**src/sv/stt_pkg.sv**
```systemverilog
// ----------------------------------------------------------------------------
// stt_pkg
// Shared sizes, types, result codes and slot index helpers of the sleep
// timer table.
// ----------------------------------------------------------------------------
package stt_pkg;

  localparam int unsigned SLOTS     = 16;
  localparam int unsigned TICK_BITS = 16;
  localparam int unsigned ID_BITS   = 8;

  localparam int unsigned IDX_W   = (SLOTS > 1) ? $clog2(SLOTS) : 1;
  localparam int unsigned CNT_W   = $clog2(SLOTS + 1);
  localparam int unsigned ENTRY_W = TICK_BITS + ID_BITS;

  // command codes of an input item
  localparam logic CMD_SLEEP = 1'b0;
  localparam logic CMD_TICK  = 1'b1;

  typedef enum logic [1:0] {
    KIND_SLEEP_OK   = 2'd0,
    KIND_SLEEP_FULL = 2'd1,
    KIND_WOKEN      = 2'd2,
    KIND_NO_WAKE    = 2'd3
  } kind_e;

  typedef logic [IDX_W-1:0]     idx_t;
  typedef logic [CNT_W-1:0]     cnt_t;
  typedef logic [TICK_BITS-1:0] tick_t;
  typedef logic [ID_BITS-1:0]   id_t;

  typedef struct packed {
    tick_t ticks;
    id_t   id;
  } entry_t;

  typedef struct packed {
    logic   we;
    idx_t   waddr;
    entry_t wdata;
    logic   re;
    idx_t   raddr;
  } mem_req_t;

  typedef struct packed {
    kind_e      kind;
    logic [7:0] woken_thread;
    logic       yield_request;
    logic       last;
  } result_t;

  // circular slot index, one step up
  function automatic idx_t idx_next(idx_t i);
    if (i == idx_t'(SLOTS - 1)) begin
      return '0;
    end
    return i + 1'b1;
  endfunction

  // circular slot index, one step down
  function automatic idx_t idx_prev(idx_t i);
    if (i == '0) begin
      return idx_t'(SLOTS - 1);
    end
    return i - 1'b1;
  endfunction

  // circular slot index plus a fill count (count never above SLOTS)
  function automatic idx_t idx_add(idx_t a, cnt_t n);
    logic [CNT_W:0] s;
    s = (CNT_W + 1)'(a) + (CNT_W + 1)'(n);
    if (s >= (CNT_W + 1)'(SLOTS)) begin
      s = s - (CNT_W + 1)'(SLOTS);
    end
    return s[IDX_W-1:0];
  endfunction

  // 8-bit thread id of the channel to the stored id width
  function automatic id_t port_to_id(logic [7:0] p);
    logic [15:0] w;
    w = 16'(p);
    return w[ID_BITS-1:0];
  endfunction

  // stored id back to the 8-bit result field
  function automatic logic [7:0] id_to_port(id_t i);
    logic [15:0] w;
    w = 16'(i);
    return w[7:0];
  endfunction

  // 16-bit tick count of the channel to the stored width, zero means one
  function automatic tick_t port_to_ticks(logic [15:0] p);
    logic [31:0] w;
    tick_t       t;
    w = 32'(p);
    t = w[TICK_BITS-1:0];
    if (t == '0) begin
      t = tick_t'(1);
    end
    return t;
  endfunction

endpackage

```
**src/sv/stt_in_if.sv**
```systemverilog
// ----------------------------------------------------------------------------
// stt_in_if
// Command channel of the sleep timer table: sleep requests and timer ticks.
// ----------------------------------------------------------------------------
interface stt_in_if;

  logic        valid;
  logic        ready;
  logic        cmd;
  logic [7:0]  thread_id;
  logic [15:0] sleep_ticks;
  logic        cpu_idle;

  modport source (
    output valid,
    output cmd,
    output thread_id,
    output sleep_ticks,
    output cpu_idle,
    input  ready
  );

  modport sink (
    input  valid,
    input  cmd,
    input  thread_id,
    input  sleep_ticks,
    input  cpu_idle,
    output ready
  );

endinterface

```
**src/sv/stt_out_if.sv**
```systemverilog
// ----------------------------------------------------------------------------
// stt_out_if
// Result channel of the sleep timer table.
// ----------------------------------------------------------------------------
interface stt_out_if;

  logic       valid;
  logic       ready;
  logic [1:0] kind;
  logic [7:0] woken_thread;
  logic       yield_request;
  logic       last;

  modport source (
    output valid,
    output kind,
    output woken_thread,
    output yield_request,
    output last,
    input  ready
  );

  modport sink (
    input  valid,
    input  kind,
    input  woken_thread,
    input  yield_request,
    input  last,
    output ready
  );

endinterface

```
**src/sv/stt_ram.sv**
```systemverilog
// ----------------------------------------------------------------------------
// stt_ram
// Generic single-write, single-read synchronous RAM with registered read data.
// ----------------------------------------------------------------------------
module stt_ram #(
  parameter  int unsigned WIDTH = 8,
  parameter  int unsigned DEPTH = 16,
  localparam int unsigned AW    = (DEPTH > 1) ? $clog2(DEPTH) : 1
) (
  input  logic             clk_i,
  input  logic             we_i,
  input  logic [AW-1:0]    waddr_i,
  input  logic [WIDTH-1:0] wdata_i,
  input  logic             re_i,
  input  logic [AW-1:0]    raddr_i,
  output logic [WIDTH-1:0] rdata_o
);

  logic [WIDTH-1:0] mem_q [DEPTH];
  logic [WIDTH-1:0] rdata_q;

  // write port
  always_ff @(posedge clk_i) begin
    if (we_i) begin
      mem_q[waddr_i] <= wdata_i;
    end
  end

  // read port, registered read data
  always_ff @(posedge clk_i) begin
    if (re_i) begin
      rdata_q <= mem_q[raddr_i];
    end
  end

  assign rdata_o = rdata_q;

endmodule

```
**src/sv/stt_out_stage.sv**
```systemverilog
// ----------------------------------------------------------------------------
// stt_out_stage
// Output register of the result channel; frees the walk from the sink.
// ----------------------------------------------------------------------------
module stt_out_stage import stt_pkg::*; (
  input  logic    clk_i,
  input  logic    rst_ni,
  input  logic    push_i,
  input  result_t res_i,
  output logic    free_o,
  stt_out_if.source out_o
);

  logic    valid_q;
  result_t res_q;

  // slot is free when empty or being drained this cycle
  assign free_o = !valid_q || out_o.ready;

  // occupancy
  always_ff @(posedge clk_i or negedge rst_ni) begin
    if (!rst_ni) begin
      valid_q <= 1'b0;
    end else if (push_i) begin
      valid_q <= 1'b1;
    end else if (out_o.ready) begin
      valid_q <= 1'b0;
    end
  end

  // payload
  always_ff @(posedge clk_i) begin
    if (push_i) begin
      res_q <= res_i;
    end
  end

  assign out_o.valid         = valid_q;
  assign out_o.kind          = res_q.kind;
  assign out_o.woken_thread  = res_q.woken_thread;
  assign out_o.yield_request = res_q.yield_request;
  assign out_o.last          = res_q.last;

endmodule

```
**src/sv/stt_ctrl.sv**
```systemverilog
// ----------------------------------------------------------------------------
// stt_ctrl
// Command sequencer: appends sleepers to a circular list in the table memory
// and walks it newest first on every tick, compacting the survivors.
// ----------------------------------------------------------------------------
module stt_ctrl import stt_pkg::*; (
  input  logic     clk_i,
  input  logic     rst_ni,
  stt_in_if.sink   in_i,
  input  logic     free_i,
  output logic     push_o,
  output result_t  res_o,
  output mem_req_t mem_o,
  input  entry_t   rdata_i
);

  localparam logic [1:0] S_IDLE = 2'd0;
  localparam logic [1:0] S_RD   = 2'd1;
  localparam logic [1:0] S_PROC = 2'd2;
  localparam logic [1:0] S_DONE = 2'd3;

  logic [1:0] state_q, state_d;
  cnt_t       count_q, count_d;
  idx_t       base_q, base_d;
  idx_t       rd_q, rd_d;
  idx_t       wr_q, wr_d;
  cnt_t       left_q, left_d;
  cnt_t       kept_q, kept_d;
  logic       pend_q, pend_d;
  id_t        pend_id_q, pend_id_d;
  logic       yield_q, yield_d;

  logic       in_ready;
  logic       step;
  tick_t      dec;
  idx_t       newest;

  assign in_i.ready = in_ready;
  assign dec        = rdata_i.ticks - 1'b1;
  assign newest     = idx_prev(idx_add(base_q, count_q));

  // next state and memory requests
  always_comb begin
    state_d   = state_q;
    count_d   = count_q;
    base_d    = base_q;
    rd_d      = rd_q;
    wr_d      = wr_q;
    left_d    = left_q;
    kept_d    = kept_q;
    pend_d    = pend_q;
    pend_id_d = pend_id_q;
    yield_d   = yield_q;
    in_ready  = 1'b0;
    step      = 1'b0;
    push_o    = 1'b0;
    res_o     = '{kind: KIND_SLEEP_OK, woken_thread: '0, yield_request: 1'b0, last: 1'b0};
    mem_o     = '0;

    case (state_q)
      S_IDLE: begin
        in_ready = free_i;
        if (in_i.valid && free_i) begin
          if (in_i.cmd == CMD_SLEEP) begin
            push_o     = 1'b1;
            res_o.last = 1'b1;
            if (count_q == cnt_t'(SLOTS)) begin
              res_o.kind = KIND_SLEEP_FULL;
            end else begin
              res_o.kind        = KIND_SLEEP_OK;
              mem_o.we          = 1'b1;
              mem_o.waddr       = idx_add(base_q, count_q);
              mem_o.wdata.ticks = port_to_ticks(in_i.sleep_ticks);
              mem_o.wdata.id    = port_to_id(in_i.thread_id);
              count_d           = count_q + 1'b1;
            end
          end else begin
            rd_d    = newest;
            wr_d    = newest;
            left_d  = count_q;
            kept_d  = '0;
            pend_d  = 1'b0;
            yield_d = !in_i.cpu_idle;
            state_d = (count_q == '0) ? S_DONE : S_RD;
          end
        end
      end

      S_RD: begin
        mem_o.re    = 1'b1;
        mem_o.raddr = rd_q;
        state_d     = S_PROC;
      end

      S_PROC: begin
        if (dec != '0) begin
          // survivor moves down to the write pointer
          mem_o.we          = 1'b1;
          mem_o.waddr       = wr_q;
          mem_o.wdata.ticks = dec;
          mem_o.wdata.id    = rdata_i.id;
          wr_d              = idx_prev(wr_q);
          kept_d            = kept_q + 1'b1;
          step              = 1'b1;
        end else if (!pend_q || free_i) begin
          // a wake: send the one held back, hold this one
          if (pend_q) begin
            push_o             = 1'b1;
            res_o.kind         = KIND_WOKEN;
            res_o.woken_thread = id_to_port(pend_id_q);
          end
          pend_d    = 1'b1;
          pend_id_d = rdata_i.id;
          step      = 1'b1;
        end
        if (step) begin
          left_d  = left_q - 1'b1;
          rd_d    = idx_prev(rd_q);
          state_d = (left_q == cnt_t'(1)) ? S_DONE : S_RD;
        end
      end

      S_DONE: begin
        if (free_i) begin
          push_o              = 1'b1;
          res_o.last          = 1'b1;
          res_o.yield_request = yield_q;
          if (pend_q) begin
            res_o.kind         = KIND_WOKEN;
            res_o.woken_thread = id_to_port(pend_id_q);
          end else begin
            res_o.kind = KIND_NO_WAKE;
          end
          count_d = kept_q;
          base_d  = idx_next(wr_q);
          state_d = S_IDLE;
        end
      end

      default: begin
        state_d = S_IDLE;
      end
    endcase
  end

  // control registers
  always_ff @(posedge clk_i or negedge rst_ni) begin
    if (!rst_ni) begin
      state_q <= S_IDLE;
      count_q <= '0;
      base_q  <= '0;
      left_q  <= '0;
      kept_q  <= '0;
      pend_q  <= 1'b0;
    end else begin
      state_q <= state_d;
      count_q <= count_d;
      base_q  <= base_d;
      left_q  <= left_d;
      kept_q  <= kept_d;
      pend_q  <= pend_d;
    end
  end

  // walk pointers and held wake
  always_ff @(posedge clk_i) begin
    rd_q      <= rd_d;
    wr_q      <= wr_d;
    pend_id_q <= pend_id_d;
    yield_q   <= yield_d;
  end

`ifndef NO_ASSERTIONS
  a_count_range: assert property (@(posedge clk_i) disable iff (!rst_ni)
    count_q <= cnt_t'(SLOTS))
    else $error("fill count above table size");

  a_push_free: assert property (@(posedge clk_i) disable iff (!rst_ni)
    push_o |-> free_i)
    else $error("result pushed into a full output register");

  a_kept_bound: assert property (@(posedge clk_i) disable iff (!rst_ni)
    kept_q <= count_q)
    else $error("more survivors than entries");

  a_survivor_nonzero: assert property (@(posedge clk_i) disable iff (!rst_ni)
    (state_q == S_PROC && mem_o.we) |-> mem_o.wdata.ticks != '0)
    else $error("entry with zero ticks written back");

  a_read_pending: assert property (@(posedge clk_i) disable iff (!rst_ni)
    state_q == S_RD |-> left_q != '0)
    else $error("table read with no entry left to walk");
`endif

endmodule

```
**src/sv/sleep_timer_table.sv**
```systemverilog
// Sleep item: its result is registered and shown in the cycle after it is accepted.
// Tick item: one memory read (S_RD) and one update (S_PROC) per sleeping entry
// through the single read port, then S_DONE; wake results stream out.
// One item is worked on at a time; a result left waiting in the output register
// holds off the walk's next wake and the next item until the sink takes it.
// Reset clears the fill count and control state; the table memory is not
// cleared, as only filled entries are ever read.
// ----------------------------------------------------------------------------
// sleep_timer_table
// Table of sleeping threads with tick countdowns, kept as a circular list in
// one synchronous memory.
// ----------------------------------------------------------------------------
module sleep_timer_table import stt_pkg::*; (
  input  logic      clk_i,
  input  logic      rst_ni,
  stt_in_if.sink    in_i,
  stt_out_if.source out_o
);

  mem_req_t           mem_req;
  logic [ENTRY_W-1:0] rdata_raw;
  entry_t             rdata;
  logic               push;
  logic               out_free;
  result_t            res;

  assign rdata = entry_t'(rdata_raw);

  // sequencer
  stt_ctrl u_ctrl (
    .clk_i   (clk_i),
    .rst_ni  (rst_ni),
    .in_i    (in_i),
    .free_i  (out_free),
    .push_o  (push),
    .res_o   (res),
    .mem_o   (mem_req),
    .rdata_i (rdata)
  );

  // entry memory
  stt_ram #(
    .WIDTH (ENTRY_W),
    .DEPTH (SLOTS)
  ) u_ram (
    .clk_i   (clk_i),
    .we_i    (mem_req.we),
    .waddr_i (mem_req.waddr),
    .wdata_i (mem_req.wdata),
    .re_i    (mem_req.re),
    .raddr_i (mem_req.raddr),
    .rdata_o (rdata_raw)
  );

  // result register
  stt_out_stage u_out (
    .clk_i  (clk_i),
    .rst_ni (rst_ni),
    .push_i (push),
    .res_i  (res),
    .free_o (out_free),
    .out_o  (out_o)
  );

endmodule
```
**src/flat_wrapper.sv**
```systemverilog
// flat-port wrapper written by rule: the top's interface ports become plain ports
module sleep_timer_table_flat import stt_pkg::*;
  (clk_i, rst_ni, in_i_valid, in_i_cmd, in_i_thread_id, in_i_sleep_ticks, in_i_cpu_idle, in_i_ready, out_o_valid, out_o_kind, out_o_woken_thread, out_o_yield_request, out_o_last, out_o_ready);
  stt_in_if in_i_i ();
  stt_out_if out_o_i ();
  input  logic clk_i;
  input  logic rst_ni;
  input wire logic [$bits(in_i_i.valid)-1:0] in_i_valid;
  input wire logic [$bits(in_i_i.cmd)-1:0] in_i_cmd;
  input wire logic [$bits(in_i_i.thread_id)-1:0] in_i_thread_id;
  input wire logic [$bits(in_i_i.sleep_ticks)-1:0] in_i_sleep_ticks;
  input wire logic [$bits(in_i_i.cpu_idle)-1:0] in_i_cpu_idle;
  output wire logic [$bits(in_i_i.ready)-1:0] in_i_ready;
  output wire logic [$bits(out_o_i.valid)-1:0] out_o_valid;
  output wire logic [$bits(out_o_i.kind)-1:0] out_o_kind;
  output wire logic [$bits(out_o_i.woken_thread)-1:0] out_o_woken_thread;
  output wire logic [$bits(out_o_i.yield_request)-1:0] out_o_yield_request;
  output wire logic [$bits(out_o_i.last)-1:0] out_o_last;
  input wire logic [$bits(out_o_i.ready)-1:0] out_o_ready;
  assign in_i_i.valid = in_i_valid;
  assign in_i_i.cmd = in_i_cmd;
  assign in_i_i.thread_id = in_i_thread_id;
  assign in_i_i.sleep_ticks = in_i_sleep_ticks;
  assign in_i_i.cpu_idle = in_i_cpu_idle;
  assign in_i_ready = in_i_i.ready;
  assign out_o_valid = out_o_i.valid;
  assign out_o_kind = out_o_i.kind;
  assign out_o_woken_thread = out_o_i.woken_thread;
  assign out_o_yield_request = out_o_i.yield_request;
  assign out_o_last = out_o_i.last;
  assign out_o_i.ready = out_o_ready;
  sleep_timer_table u_core (.clk_i(clk_i), .rst_ni(rst_ni), .in_i(in_i_i), .out_o(out_o_i));
endmodule
```
**config.mk**
```make
export PLATFORM = sky130hd
export DESIGN_NAME = sleep_timer_table_flat
export DESIGN_NICKNAME = d
export VERILOG_FILES = /design/src/sv/stt_pkg.sv /design/src/sv/stt_in_if.sv /design/src/sv/stt_out_if.sv /design/src/sv/stt_ram.sv /design/src/sv/stt_out_stage.sv /design/src/sv/stt_ctrl.sv /design/src/sv/sleep_timer_table.sv /design/src/flat_wrapper.sv
export SDC_FILE = /design/constraint.sdc
export NUM_CORES = 1
export LEC_CHECK = 0
export BUFFER_PORTS_ARGS = -buffer_cell sky130_fd_sc_hd__buf_4
export CORE_UTILIZATION = 55
export CTS_CLUSTER_DIAMETER = 100
export DETAILED_ROUTE_END_ITERATION = 8
export HOLD_SLACK_MARGIN = 0.08
export PLACE_DENSITY = 0.7
export SETUP_SLACK_MARGIN = 0.4
export SLEW_MARGIN = 20
export SYNTH_ARGS = -nofsm -noshare
export SYNTH_HDL_FRONTEND = slang
export SYNTH_SLANG_ARGS = --single-unit
```
**constraint.sdc**
```tcl
create_clock -name clk_i -period 7.9 [get_ports clk_i]
set_input_delay 1.185 -clock clk_i [delete_from_list [all_inputs] [get_ports clk_i]]
set_output_delay 1.185 -clock clk_i [all_outputs]
set_load 0.01 [all_outputs]
```
======== Word-level counts from Yosys, hierarchy flattened ========
Memories as Yosys holds them, arrays and structs flattened. A register that Yosys moved wholly into a read port is not among the register bits.
Cells that the tools add are included.
operators by class
  order comparisons ....................... 1
  $add $sub $neg .......................... 10
  divide/modulo/power cells ............... 0
  shift-type cells ........................ 0
  eq/ne operators ......................... 15
  $mul .................................... 0
  bitwise operators ....................... 1
  muxes and demuxes ....................... 84
  reductions and logical operators ........ 24
operator list
  operator                                                               number
  29-bit 2-to-1 mux                                                      4
  29-bit one-hot mux with 2 select lines                                 1
  5-bit 2-to-1 mux                                                       11
  4-bit 2-to-1 mux                                                       13
  1-bit 2-to-1 mux                                                       32
  10-bit 2-to-1 mux                                                      3
  5-bit one-hot mux with 2 select lines                                  3
  16-bit logical NOT                                                     1
  16-bit 2-to-1 mux                                                      1
  2-bit inequality test (second input constant)                          8
  4-bit one-hot mux with 2 select lines                                  2
  8-bit one-hot mux with 2 select lines                                  1
  16-bit nonzero test                                                    1
  16-bit by 1-bit subtractor with 16-bit output (second input constant)  1
  4-bit by 1-bit subtractor with 4-bit output (second input constant)    4
  4-bit logical NOT                                                      3
  12-bit 2-to-1 mux                                                      1
  2-bit 2-to-1 mux                                                       6
  4-bit AND reduction                                                    3
  5-bit by 1-bit adder with 5-bit output (second input constant)         2
  5-bit AND reduction                                                    2
  8-bit 2-to-1 mux                                                       1
  2-bit one-hot mux with 4 select lines                                  1
  4-bit by 5-bit adder with 6-bit output                                 1
  21 further kinds                                                       29
storage, ports and cells
  register bits after elaboration ......... 52
  memories ................................ 1
  latch bits .............................. 0
  input bits .............................. 30
  ROM bits ................................ 0
  logic and storage cells ................. 151
  output and inout port bits .............. 14
  RAM bits ................................ 384
memories
  memory              depth  width  rd ports  clocked after memory_dff  wr ports  line           RTL
  u_core.u_ram.mem_q  16     24     1         1                         1         stt_ram.sv:19  logic [WIDTH-1:0] mem_q [DEPTH];

======== Depth between registers and ports, before layout ========
Gate-level depths: netlist of run 1.
  depth after elaboration ................. 11
  depth in mapped cells ................... 12
  gate-level depth less buffers ........... 9

======== Cells and area by module ========
A second synthesis of run 1 with hierarchy kept.
second synthesis, totals
  cells, all modules ...................... 1035
  area total of the unflattened synthesis .. 18823.1 um^2
modules (own cells, without submodules)
  module         cells each  instances  area an instance (um^2)  seq. area each (um^2)
  stt_ram        636         1          15170.8                  12251.8
  stt_ctrl       384         1          3244.4                   1061.0
  stt_out_stage  15          1          407.9                    385.4

======== Worst setup path after synthesis of run 1 ========
Ideal clock, no wire load.
  kind .................................... flip-flop to flip-flop
  from .................................... register u_core.u_ram.rdata_q[8] (netlist: u_core.u_ram.rdata_o[8]) (read register of u_core.u_ram.mem_q)
  to ...................................... memory u_core.u_ram.mem_q[12][0] in the netlist's numbering (enable)
  path buffers ............................ 3
  setup time .............................. 0.405 ns
  cell stages (with the launch flop) ...... 13
  arrival ................................. 3.839 ns
  setup slack ............................. 3.656 ns
  data required time ...................... 7.495 ns
  period minus slack after synthesis ...... 4.244 ns
  cell sequence ........................... edfxtp_1 inv_1 ha_1 or4b_1 buf_2 xnor2_1 o31a_1 or4_1 buf_2 nand2_1 buf_2 o221ai_1 nor2_1
on the way
  longest elaborated chain between the ends .. 6
RTL lines
  item                                             line            RTL
  start, declared                                  stt_ram.sv:20   logic [WIDTH-1:0] rdata_q;
  16-bit by 1-bit subtractor with 16-bit output *  stt_ctrl.sv:39  assign dec = rdata_i.ticks - 1'b1;
  16-bit nonzero test *                            stt_ctrl.sv:96  if (dec != '0) begin
  29-bit 2-to-1 mux *                              stt_ctrl.sv:96
  29-bit one-hot mux with 2 select lines *         stt_ctrl.sv:60  case (state_q)
  1-bit 2-to-1 mux                                 stt_ram.sv:24   if (we_i) begin
  1-bit 2-to-1 mux (not written as such)           stt_ram.sv:25   mem_q[waddr_i] <= wdata_i;
  end, declared                                    stt_ram.sv:19
Every way passes the cells marked *; elsewhere a longest branch is shown, timed or not.

======== Worst setup path in the final report of run 1 ========
  from .................................... register u_core.u_ram.rdata_q[8] (netlist: u_core.u_ram.rdata_o[8]) (read register of u_core.u_ram.mem_q)
  to ...................................... memory u_core.u_ram.mem_q[11][12] in the netlist's numbering (enable)
Same word-level chain as after synthesis.

==> results of run 1 <==
per-stage QoR:
| stage | instance area (sq um) | power (mW) |
|---|---|---|
| after CTS | 21700 | 8.97 |
| after global routing | 21700 | 9.34 |
| after floorplan | 19500 | 5.68 |
| after global placement | 20300 | 6.86 |
| final | 21700 | 8.98 |
| after detailed placement | 20300 | 6.94 |
cells by family after synthesis:
logic type      share of synthesized area, %
buf+inv                                 2.13
fa+ha+maj                               1.39
xor+xnor                               0.764
mux                                     8.44
flops                                   70.3
compound gates                          11.7
simple gates                            5.28
final cells by class:
type	count	area [sq um]	share of cell area (%)
clock buffer	52	1170	5.41
clock inverter	22	189	0.870
inverter	22	82.6	0.380
multi-input combinational	737	5540	25.5
sequential	460	13700	63.1
tap	455	569	2.62
timing repair buffer	62	465	2.14
report_power, final:
part           total (mW)  switching [mW]  internal, mW
combinational        3.27            2.29         0.980
clock                2.03           0.878          1.15
sequential           3.68           0.221          3.46
synth_stat cells (6+ instances only):
cell type | n | share of area [%]
a21oi_1 | 97 | 2.5
a221o_1 | 24 | 1.2
a221oi_1 | 24 | 1.1
a22o_1 | 23 | 1.0
a22oi_1 | 28 | 1.1
a31oi_1 | 6 | 0.19
and2_1 | 11 | 0.35
buf_1 | 10 | 0.19
clkbuf_1 | 69 | 1.3
dfrtp_1 | 23 | 3.0
edfxtp_1 | 437 | 67
ha_1 | 20 | 1.3
inv_1 | 22 | 0.42
mux2_2 | 99 | 5.7
mux2i_1 | 53 | 2.7
nand2_1 | 64 | 1.2
nand3_1 | 11 | 0.28
nor2_1 | 53 | 1.0
nor3_1 | 18 | 0.46
nor4_1 | 8 | 0.26
o21ai_0 | 79 | 2.0
o32ai_1 | 26 | 1.2
or4_1 | 7 | 0.27
xnor2_1 | 9 | 0.40
xor2_1 | 8 | 0.36
final timing paths:
| check | start | to | slack (ns) | cells past startpoint |
|---|---|---|---|---|
| setup / recovery | u_core.u_ram.rdata_o[8] | u_core.u_ram.mem_q[11][12] | 3.28 | 9 |
| hold / removal | u_core.u_ram.rdata_o[3] | u_core.u_ctrl.pend_id_q[3] | 0.45 | 0 |
| setup reg to reg | u_core.u_ram.rdata_o[8] | u_core.u_ram.mem_q[11][12] | 3.28 | 9 |
| hold reg to reg | u_core.u_ram.rdata_o[3] | u_core.u_ctrl.pend_id_q[3] | 0.45 | 0 |
| max in group asynchronous | rst_ni | u_core.u_ctrl.base_q[3] | 7.14 | 1 |
| min in group asynchronous | rst_ni | u_core.u_ctrl.count_q[4] | 0.52 | 1 |
worst max-delay path, cell delays in order, from the launching register on:
cell and delay (ns):
edfxtp_1 0.51, inv_1 0.11, ha_1 0.24, or4b_1 0.60, xnor2_1 0.18, o31a_1 0.27, or4_1 0.70, and2_4 0.30
a22oi_1 0.93, nor2_4 0.40
registers in the layout, summed over array words and instances, names as in the netlist:
register / cells
u_core.u_ctrl.left_q: 5
u_core.u_ctrl.count_q: 5
u_core.u_out.out_o.last: 1
u_core.u_ctrl.pend_id_q: 8
u_core.u_ram.mem_q: 384
u_core.u_ctrl.base_q: 4
u_core.u_ctrl.state_q: 2
u_core.u_ctrl.rd_q: 4
u_core.u_out.out_o.yield_request: 1
u_core.u_ctrl.yield_q: 1
u_core.u_ram.rdata_o: 24
u_core.u_ctrl.kept_q: 5
u_core.u_out.out_o.woken_thread: 8
u_core.u_out.out_o.valid: 1
u_core.u_ctrl.wr_q: 4
u_core.u_out.out_o.kind: 2
u_core.u_ctrl.pend_q: 1
cells in the final DEF (no fill, tap or decap), types with 5 or more instances in the layout:
master     count
edfxtp_1     437
mux2_2        99
a21oi_1       97
o21ai_0       74
buf_4         62
nand2_1       61
mux2i_1       53
clkbuf_16     46
nor2_1        36
a22oi_1       28
o32ai_1       26
a221oi_1      24
a221o_1       24
a22o_1        23
dfrtp_1       23
inv_1         22
ha_1          18
nor3_1        17
nor2_4        16
and2_1        11
nand3_1       11
clkinv_1      11
xnor2_1        9
nor4_1         8
xor2_1         8
or4_1          7
clkbuf_1       6
nand4_1        5
a31oi_1        5
a21o_1         5
o22ai_1        5
clkinv_2       5
routing by layer:
layer,track usage (%),vias up,part of all wire [%]
met4,12.2,0,4.3
li1,-,5211,-
met3,5.94,111,8.3
met5,0,-,0
met1,38.3,5976,40
met2,45.1,586,48
==> out/qor.yml, run 1 <==
route:
  wl_um: 50600
  drtPass1Iterations: 6
  vias_per_cell: 6.57
  remaining_drc_errors: 0
  wl_per_cell_um: 28.0
  drtIter0Drc: 1191
  ant_nets: 0
  vias: 11900
clocking:
  cts.clk_slew.worst_paths_ns: 0.06
  post-cts-setup-buffers: 0
  root_buffer: "clkbuf_16"
  clock-sinks: 460
  cts_made_buffers: 46
  cts_hold_buf: 0
  cts_tree: "done"
  htreeDepth: 2
  cts_max_path_buffers: 3
  clk_latency_ns: 0.57
  cts_resized: 0
grt:
  antenna_found_initial: 0
  grt_max_degree: 64
  grt_pass1_wl_um: 74400
  grt_pass1_vias: 11400
  grt_overflow: 0
  grtUsageTotal_pct: 28.4
floorplanning:
  core_area_sq_um: 34700
  die_area_sq_um: 36200
  pin_count: 44
  die_x_um: 190
  fp.dieH_um: 190
  start_util_pct: 56.1
  num_rows: 68
worst_setup_path:
  crit_fanout: 24
  critPathRequiredTime_ns: 8.10
  cp-end-kind: "flop"
  cp.arrival_ns: 4.82
  crit_type: "flop to flop"
  start_kind: "flop"
synthesis:
  synth_edf_count: 437
  ys_ff_latch: 460
  syn-cell-area_sq_um: 19500
  ys_warn_count: 0
  syn_nets: 1355
  syn_inst: 1304
  synthArstFlopShare_pct: 5.00
  ys_seq_area_share_pct: 70.3
  yosysUniqueCellTypes: 65
  avgSynthCellArea_sq_um: 14.9
  synth_ff_type: "edfxtp_1"
sta:
  fmax_mhz: 216
  hold_viol: 0
  slew_headroom_pct: 18.7
  post-route-min-period_ns: 4.62
  min_period_over_period_pct: 58.5
  worst_clock_skew_ns: 0.0124
  timing.hold.ws_ns: 0.451
  rsz0062_at_grt: "no"
  drv_slew: 0
  setup_viol: 0
  setup_tns_ns: 0
  finalWorstSetupSlack_ns: 3.28
  worst_pin_slew_ns: 1.22
pwr:
  powerDensity_nw_per_um2: 414
  ir_drop_mv: 0.353
  p_leak_nw: 7.48
final_layout:
  drive_gt1_share_pct: 18.9
  utilization_pct: 62.6
  final_cells: 1810
  num-nets-final: 1380
  fillers: 2554
  synthToLayoutAreaGrowth_pct: 11.4
  diodes: 0
run_status:
  status: "finished, final reports clean"
place:
  placed_cells: 1736
  portBuffers: 43
  routabilityCongestion: 0.912
  preCtsSetupSlack_ns: 3.33
  hpwl_um: 32000
run:
  cap_violations: 0
hold_path:
  min-delay-path-class: "flop to flop"
Note: power is estimated with default switching activity, not from simulation.
==> inputs of run 2 (changes only) <==
--- a/config.mk
+++ b/config.mk
@@ -10,7 +10,7 @@
 export CTS_CLUSTER_DIAMETER = 100
 export DETAILED_ROUTE_END_ITERATION = 8
 export HOLD_SLACK_MARGIN = 0.08
-export PLACE_DENSITY = 0.7
+export PLACE_DENSITY = 0.73
 export SETUP_SLACK_MARGIN = 0.4
 export SLEW_MARGIN = 20
 export SYNTH_ARGS = -nofsm -noshare
==> constraint.sdc (replaced) <==
create_clock -name clk_i -period 3.8 [get_ports clk_i]
set_input_delay 0.57 -clock clk_i [delete_from_list [all_inputs] [get_ports clk_i]]
set_output_delay 0.57 -clock clk_i [all_outputs]
set_load 0.01 [all_outputs]
==> run 2 against run 1 <==
Combinational power grew 140%. Cell count increased by 6.6%. Worst hold slack got worse by 0.15 ns. Register-to-register slack worse by 3.0 ns. Via count increased by 5.4%. Non-clock buffer count increased by 104. Global-route usage is 0.43 points lower. Clock skew increased by 0.0094 ns. Critical path depth grew 2. Flip-flop and latch count unchanged. Largest cell class unchanged.
==> out/qor.yml, run 2 (synthesized netlist as in run 1, its figures left out) <==
run_status:
  status: "finished, final reports clean"
sta:
  post-route-min-period_ns: 3.50  # -1.12 ns
  worst_clock_skew_ns: 0.0218  # +0.00941 ns
  hold_viol: 0  # unchanged
  slew_headroom_pct: 34.7  # +16 points
  fmax_mhz: 286  # +32%
  worst_pin_slew_ns: 0.976  # -0.244 ns
  min_period_over_period_pct: 92.0  # +34 points
  setup_viol: 0  # unchanged
  setup_tns_ns: 0  # unchanged
  drv_slew: 0  # unchanged
  rsz0062_at_grt: "yes"
clocking:
  cts_tree: "done"
  clock-sinks: 460  # unchanged
  cts_max_path_buffers: 3  # unchanged
  htreeDepth: 2  # unchanged
  cts.clk_slew.worst_paths_ns: 0.06  # about the same
  root_buffer: "clkbuf_16"
  cts_made_buffers: 47  # +2.2%
  clk_latency_ns: 0.58  # about the same
pwr:
  ir_drop_mv: 0.612  # +73%
  power.share.clock_pct: 23.6  # +1.0 points
  seq_power_share_pct: 37.6  # -3.4 points
  powerDensity_nw_per_um2: 861  # +110%
  p_sw_mw: 7.38  # +120%
  switching_share_pct: 36.4  # -1.4 points
  pwr-share-comb_pct: 38.7  # +2.3 points
  power.internal_mw: 12.9  # +130%
  p_leak_nw: 8.34  # +11%
grt:
  grt_pass1_vias: 12000  # +4.7%
  grt_use_met1_pct: 37.4  # -0.90 points
  grt_use_met3_pct: 4.49  # -1.5 points
  use_met2_pct: 46.7  # +1.6 points
  antenna_found_initial: 0  # unchanged
  grt_overflow: 0  # unchanged
  grtUsageTotal_pct: 28.0  # -0.43 points
  grt_pass1_wl_um: 74500  # +0.10%
  grt_busiest_layer: "met2"
  grt_max_degree: 56  # -13%
floorplanning:
  die_area_sq_um: 36200  # unchanged
  core_area_sq_um: 34700  # unchanged
  num_rows: 68  # unchanged
  pin_count: 44  # unchanged
  die_x_um: 190  # unchanged
  fp.dieH_um: 190  # unchanged
  start_util_pct: 56.1  # unchanged
route:
  drtPass1Iterations: 5  # -1
  wl_um: 51900  # +2.6%
  vias: 12500  # +5.4%
  drtIter0Drc: 1367  # +15%
  wl_per_cell_um: 26.9  # -3.7%
  vias_per_cell: 6.49  # -1.1%
  remaining_drc_errors: 0  # unchanged
  ant_nets: 0  # unchanged
worst_setup_path:
  crit_fanout: 24  # unchanged
  critical_path.top_delay_family: "simple AND/OR/NAND/NOR gates"
  slowest_stage: "or4_4"
  rrSetupSlack_ns: 0.30  # -2.98 ns
  path_cells: "inv_2, ha_4, or4b_4, xnor2_2, o31a_1, or4_4, a31oi_1, a2bb2oi_4, buf_4, nor2_4, buf_12"
  critPathRequiredTime_ns: 4.11  # -3.99 ns
  start_kind: "flop"
  path_buf_inv: 3  # +2
  cp-end-kind: "flop"
  cpPeakStageDelay_ns: 0.61  # -0.32 ns
  crit_type: "flop to flop"
  cp_num_cells: 11  # +2
  cp.arrival_ns: 3.81  # -1.01 ns
  ff2ff_path_depth: 11  # +2
final_layout:
  synthToLayoutAreaGrowth_pct: 20.8
  layout_commonest_cell: "edfxtp_1"
  num-nets-final: 1489  # +7.9%
  regMostFlops: "u_core.u_ram.mem_q"
  diodes: 0  # unchanged
  largest_reg_flops: 384  # unchanged
  layout_common_cells: "edfxtp_1 (437), buf_4 (112), mux2_2 (99)"
  design_area_sq_um: 23500  # +8.4%
  drive_gt1_share_pct: 26.9  # +8.0 points
hold_path:
  holdPathStages: 2  # +2
  min-delay-path-class: "input pin to flop"
place:
  dpl-instance-area_sq_um: 21100  # +3.5%
  portBuffers: 43  # unchanged
  routabilityCongestion: 0.885  # -3.0%
  hpwl_um: 30300  # -5.1%
run:
  cap_violations: 0  # unchanged
[run 2: changes by cell type in the layout (fill, tap and decap cells not counted), sizes merged]
cell         change
buf             +98
bufinv           +5
clkbuf           +5
nor2             +4
clkinv           +3
inv              +2
clkinvlp         +1
dlygate4sd3      +1
[run 2: final cells by class]
type	instances	area (sq um)
Clock buffer	52	1190
Timing Repair Buffer	166	1810
Fill cell	2307	11200
Inverter	22	82.6
Sequential cell	460	13700
Clock inverter	33	413
Multi-Input combinational cell	741	5770
Tap cell	455	569
[run 2: metal layers]
layer	wire length [um]	vias to the layer above
met2	25900	664
met5	0	-
met4	1620	0
met3	4230	99
li1	-	5447
met1	20200	6310
[run 2: path summary, 6_finish.rpt]
check	startpoint	endpoint
max	u_core.u_ram.rdata_o[8]	u_core.u_ram.mem_q[7][12]
min	in_i_cpu_idle	u_core.u_ctrl.yield_q
max reg2reg	u_core.u_ram.rdata_o[8]	u_core.u_ram.mem_q[7][12]
min reg2reg	u_core.u_ram.rdata_o[5]	u_core.u_ctrl.pend_id_q[5]
max in group asynchronous	rst_ni	u_core.u_ctrl.base_q[0]
min in group asynchronous	rst_ni	u_core.u_ctrl.left_q[2]
[run 2: what timing repair did]
action	in CTS	in global routing
hold buffers	1	0
cloned	4	9
setup buffers	10	24
resized for setup	10	39
endpoints found under the setup margin	477	500
endpoints found under the hold margin	23	0
pin swaps	7	15
[run 2: worst reg2reg max path: stages (launching register included)]
cell       delay [ns]
edfxtp_1         0.40
inv_2            0.09
ha_4             0.16
or4b_4           0.52
xnor2_2          0.16
o31a_1           0.33
or4_4            0.61
a31oi_1          0.33
a2bb2oi_4        0.24
buf_4            0.18
nor2_4           0.05
buf_12           0.16
[run 2: metrics by stage]
step                      power (mW)  instances  setup slack, ns  hold slack (ns)  utilization, %
after floorplan                 12.0       1304            0.361            0.274               -
after global placement          14.6       1796           0.0631            0.432            60.7
after detailed placement        14.8       1796           0.0221            0.438            60.7
after CTS                       19.7       1896            0.391            0.289            66.0
after global routing            21.0       1929            0.238            0.287            67.8
final                           20.3       1929            0.303            0.304            67.8
[run 2: power groups by stage]
stage                     combinational (mW)  sequential [mW]  clock, mW
after floorplan                         4.47             7.55          0
after global placement                  6.97             7.67          0
after detailed placement                7.09             7.70          0
after CTS                               7.30             7.61       4.83
after global routing                    8.31             7.70       5.02
final                                   7.85             7.63       4.79
